File: config.mk
export PLATFORM = sky130hd
export DESIGN_NAME = pft_ctrl
export DESIGN_NICKNAME = d
export VERILOG_FILES = /design/src/rtl/core/pft_pkg.sv /design/src/rtl/core/pft_ctrl.sv
export SDC_FILE = /design/constraint.sdc
export NUM_CORES = 1
export LEC_CHECK = 0
export ABC_AREA = 1
export BUFFER_PORTS_ARGS = -buffer_cell sky130_fd_sc_hd__clkbuf_2
export CORE_AREA = 2 2 39 41
export DETAILED_ROUTE_END_ITERATION = 8
export DIE_AREA = 0 0 41 43
export GPL_TIMING_DRIVEN = 0
export PLACE_DENSITY_LB_ADDON = 0.2
export REMOVE_ABC_BUFFERS = 1
export SYNTH_ARGS = -nofsm -noshare
export SYNTH_HDL_FRONTEND = slang
export SYNTH_SLANG_ARGS = --single-unit
File: constraint.sdc
create_clock -name clk -period 3.1 [get_ports clk]
set_input_delay 0.62 -clock clk [delete_from_list [all_inputs] [get_ports clk]]
set_output_delay 0.62 -clock clk [all_outputs]
set_load 0.03 [all_outputs]
File: src/rtl/core/pft_pkg.sv
// Shared types, constants and controller/datapath signal groups for the
// Pareto front table. No dependencies.
package pft_pkg;

  localparam int CAPACITY  = 64;
  localparam int COST_BITS = 31;
  localparam int IDX_W     = $clog2(CAPACITY);
  localparam int CNT_W     = $clog2(CAPACITY + 1);

  typedef logic [COST_BITS-1:0] cost_t;
  typedef logic [IDX_W-1:0]     idx_t;
  typedef logic [CNT_W-1:0]     cnt_t;

  typedef struct packed {
    cost_t first;
    cost_t second;
  } entry_t;

  typedef enum logic [2:0] {
    REQ_QUERY  = 3'd0,
    REQ_ADD    = 3'd1,
    REQ_RMWORS = 3'd2,
    REQ_PUSH   = 3'd3,
    REQ_REMOVE = 3'd4,
    REQ_READ   = 3'd5,
    REQ_CLEAR  = 3'd6,
    REQ_NONE   = 3'd7
  } req_t;

  typedef enum logic [1:0] {
    MODE_DOM    = 2'd0,
    MODE_WEAK   = 2'd1,
    MODE_STRICT = 2'd2,
    MODE_EQ     = 2'd3
  } mode_t;

  typedef enum logic [2:0] {
    ST_IDLE,
    ST_DOM,
    ST_CMP,
    ST_APPEND,
    ST_RD_ISSUE,
    ST_RD_CAP,
    ST_CLR,
    ST_RESP
  } state_t;

  typedef struct packed {
    logic  load;
    logic  start;
    logic  scan;
    mode_t mode;
    logic  commit;
    logic  append;
    logic  rd_issue;
    logic  rd_cap;
    logic  clear;
  } cmd_t;

  typedef struct packed {
    logic scan_done;
    logic dom;
  } status_t;

endpackage

File: src/rtl/core/pft_ctrl.sv
// Request sequencer: walks each request through its scan, compaction,
// append and read steps. Depends on pft_pkg.
module pft_ctrl
  import pft_pkg::*;
(
  input  logic       clk,
  input  logic       rst_n,
  input  logic       in_valid,
  output logic       in_ready,
  input  logic [2:0] in_req_type,
  output logic       out_valid,
  input  logic       out_ready,
  input  status_t    status,
  output cmd_t       cmd
);

  state_t state_r, state_nxt;
  req_t   req_r, req_nxt;
  req_t   in_req;

  assign in_req = req_t'(in_req_type);

  always_comb begin
    state_nxt = state_r;
    req_nxt   = req_r;
    unique case (state_r)
      ST_IDLE: begin
        if (in_valid) begin
          req_nxt = in_req;
          unique case (in_req)
            REQ_QUERY, REQ_ADD, REQ_RMWORS: state_nxt = ST_DOM;
            REQ_PUSH:                       state_nxt = ST_APPEND;
            REQ_REMOVE:                     state_nxt = ST_CMP;
            REQ_READ:                       state_nxt = ST_RD_ISSUE;
            REQ_CLEAR:                      state_nxt = ST_CLR;
            default:                        state_nxt = ST_RESP;
          endcase
        end
      end
      ST_DOM: begin
        if (status.scan_done) begin
          if (req_r == REQ_QUERY || status.dom) begin
            state_nxt = ST_RESP;
          end else begin
            state_nxt = ST_CMP;
          end
        end
      end
      ST_CMP: begin
        if (status.scan_done) begin
          state_nxt = (req_r == REQ_ADD) ? ST_APPEND : ST_RESP;
        end
      end
      ST_APPEND:   state_nxt = ST_RESP;
      ST_RD_ISSUE: state_nxt = ST_RD_CAP;
      ST_RD_CAP:   state_nxt = ST_RESP;
      ST_CLR:      state_nxt = ST_RESP;
      ST_RESP: begin
        if (out_ready) begin
          state_nxt = ST_IDLE;
        end
      end
      default: state_nxt = ST_IDLE;
    endcase
  end

  always_comb begin
    cmd       = '0;
    cmd.mode  = MODE_DOM;
    in_ready  = 1'b0;
    out_valid = 1'b0;
    unique case (state_r)
      ST_IDLE: begin
        in_ready  = 1'b1;
        cmd.load  = in_valid;
        cmd.start = in_valid;
      end
      ST_DOM: begin
        cmd.scan  = ~status.scan_done;
        cmd.start = status.scan_done;
      end
      ST_CMP: begin
        cmd.scan = 1'b1;
        unique case (req_r)
          REQ_ADD:    cmd.mode = MODE_WEAK;
          REQ_RMWORS: cmd.mode = MODE_STRICT;
          default:    cmd.mode = MODE_EQ;
        endcase
        cmd.commit = status.scan_done;
      end
      ST_APPEND:   cmd.append   = 1'b1;
      ST_RD_ISSUE: cmd.rd_issue = 1'b1;
      ST_RD_CAP:   cmd.rd_cap   = 1'b1;
      ST_CLR:      cmd.clear    = 1'b1;
      ST_RESP:     out_valid    = 1'b1;
      default:     cmd.mode     = MODE_DOM;
    endcase
  end

  always_ff @(posedge clk) begin
    if (!rst_n) begin
      state_r <= ST_IDLE;
      req_r   <= REQ_NONE;
    end else begin
      state_r <= state_nxt;
      req_r   <= req_nxt;
    end
  end

endmodule

==> results.cfg <==
[drt]
dr.pass1.iters = 4
via_per_inst = 4.77
dr_total_vias = 611
antenna_left = 0
route.detailed.drc = 0
routed_wl_um = 1170
drt_iter0_drc = 13
wire_per_inst_um = 9.11

[timing]
max_freq_mhz = 449
fin_ws_ps = 875
hold_violations = 0
rsz0062_at_grt = false
finalClockSkew_ps = 1.20
setup_viol = 0
relSlewSlack_pct = 65.1
fin_crit_ps = 2230
post-route-period-util_pct = 71.8
tightestPinTransition_ps = 522
tns_ps = 0
slew_viol_final = 0

[clock_tree]
cts_max_level = 1
clk_latency_ps = 240
cts_root_buffer = clkbuf_4
cts.clk_slew.worst_paths_ps = 40
postCtsHoldBufs = 0
post_cts_buffers = 0
clk_path_buf_depth = 2
numCtsBuffers = 3
cts_tree = yes
cts_resized = 0
cts.sinks = 6

[yosys]
ys_ff_latch = 6
synth_cell_types = 22
synthArstFlopShare_pct = 0
synth_top_area_share_pct = 21.4
synth_cells = 91
syn_area_um2 = 561
yosysTopAreaCell = dfxtp_1
synth-edff-count = 0
synthTopCellsByCount = nand2_1, inv_1, nor2_1
synth.most_common_cell = nand2_1
ys_seq_area_share_pct = 21.4
synth.avg_cell_area_um2 = 6.16
synth_flop_cell = dfxtp_1
ys.warnings.count = 0
synth.area.top_cells = dfxtp_1, nand2_1, inv_1

[setup_path]
crit_path_start_kind = register
end_kind = output pin
worst-r2r-cell-count = 7
crit_required_ps = 2480
worst-setup-path-type = register to output pin
crit_arrival_ps = 1610
crit_fanout = 11

[global_routing]
grt_start_max_net_pins = 12
grt_pass1_vias = 521
grt_usage_pct = 15.9
antenna_found_initial = 0
grt_pass1_wl_um = 1970
grt_remaining_overflow = 0

[job]
maxCapViolations = 0

[min_path]
worstHoldPathType = register to register
whs_path_depth = 2

[floorplanning]
io_pins = 21
start_util_pct = 40.5
core_area_um2 = 1380
dieArea_um2 = 1760
dieWidth_um = 41
die_h_um = 43
row_count = 14

[run_status]
run_status = finished clean

[cells_and_area]
multi_input_area_um2 = 353
fillCellCount = 147
n_antenna_cell = 0
layout-drive-gt1-share_pct = 33.9
num-nets-final = 123
synthToLayoutAreaGrowth_pct = 22.1
regArea_um2 = 120

[pwr]
p_int_mw = 0.308
p_sw_mw = 0.420
p_clk_share_pct = 9.3
ir_drop_mv = 0.428
p_seq_share_pct = 22.9
leakagePower_nw = 0.424
power-per-cell-area_nw_per_um2 = 1060
switching_share_pct = 57.7
combPwrFrac_pct = 67.8

[place]
dpl.hpwl_um = 1030
gp_congestion = 0.780
numPortBuffers = 20
post-place-ws_ps = 1130
## cell families after synthesis
group / share of synthesized area (%)
AND/OR/NAND/NOR: 54.7
buffers and inverters: 15.6
AO/OA/AOI/OAI: 8.26
flip-flops: 21.4
## layout by cell type (no fill, tap or decap), types with 2 or more instances in the layout
cell type / count
nand3_1: 8
nand2_1: 24
nor2_2: 4
nor3_1: 3
clkbuf_2: 20
inv_1: 14
nand3_2: 3
o211ai_1: 3
nand2_2: 2
clkbuf_4: 3
o21ai_0: 2
nor2_1: 10
dfxtp_1: 6
inv_2: 2
## final cells by class
cell class | instances | share of cell area (%)
inverter | 17 | 10.1
multi-input combinational | 66 | 51.6
clock buffer | 3 | 3.29
tap | 16 | 2.93
timing repair buffer | 20 | 14.6
sequential | 6 | 17.6
## worst max-delay path, stage by stage, from the launching register on
cell,delay (ps)
dfxtp_1,640
inv_1,240
nor2_2,170
nand2_1,60
nand2_1,60
clkbuf_2,200
## sequential cells by signal (all words and copies together) (netlist names)
name and count:
state_r 3, req_r 3
## routing by layer
layer,global-route usage (%),routed length [um],share of wire (%),vias to the layer above
met5,0,0,0,-
met4,4.00,0,0,0
met3,4.71,78,6.7,0
met2,25.9,579,50,22
met1,19.5,508,44,260
li1,-,-,-,329
## final timing paths
check	startpoint	end	slack, ps
worst max-delay path	state_r[0]	cmd[8]	870
worst min-delay path	req_r[2]	req_r[2]	470
worst max register to register	state_r[0]	state_r[0]	1550
worst min register to register	req_r[2]	req_r[2]	470
## power groups by stage
stage               Sequential [mW]  Clock, mW  Combinational (mW)
CTS                           0.168     0.0718               0.499
finish                        0.167     0.0677               0.494
global placement              0.170          0               0.494
detailed placement            0.168          0               0.497
floorplan                     0.157          0               0.397
global route                  0.175     0.0755               0.545
## metrics by stage
step | total power, mW | hold WS (ps) | instance area [um2] | util, % | std cells
after CTS | 0.738 | 475 | 684 | 49.5 | 128
final | 0.729 | 468 | 684 | 49.5 | 128
after global placement | 0.664 | 464 | 662 | 47.8 | 125
after global routing | 0.796 | 499 | 684 | 49.5 | 128
after detailed placement | 0.665 | 464 | 662 | 47.8 | 125
after floorplan | 0.554 | 446 | 542 | - | 89
(Power assumes the default switching activity.)
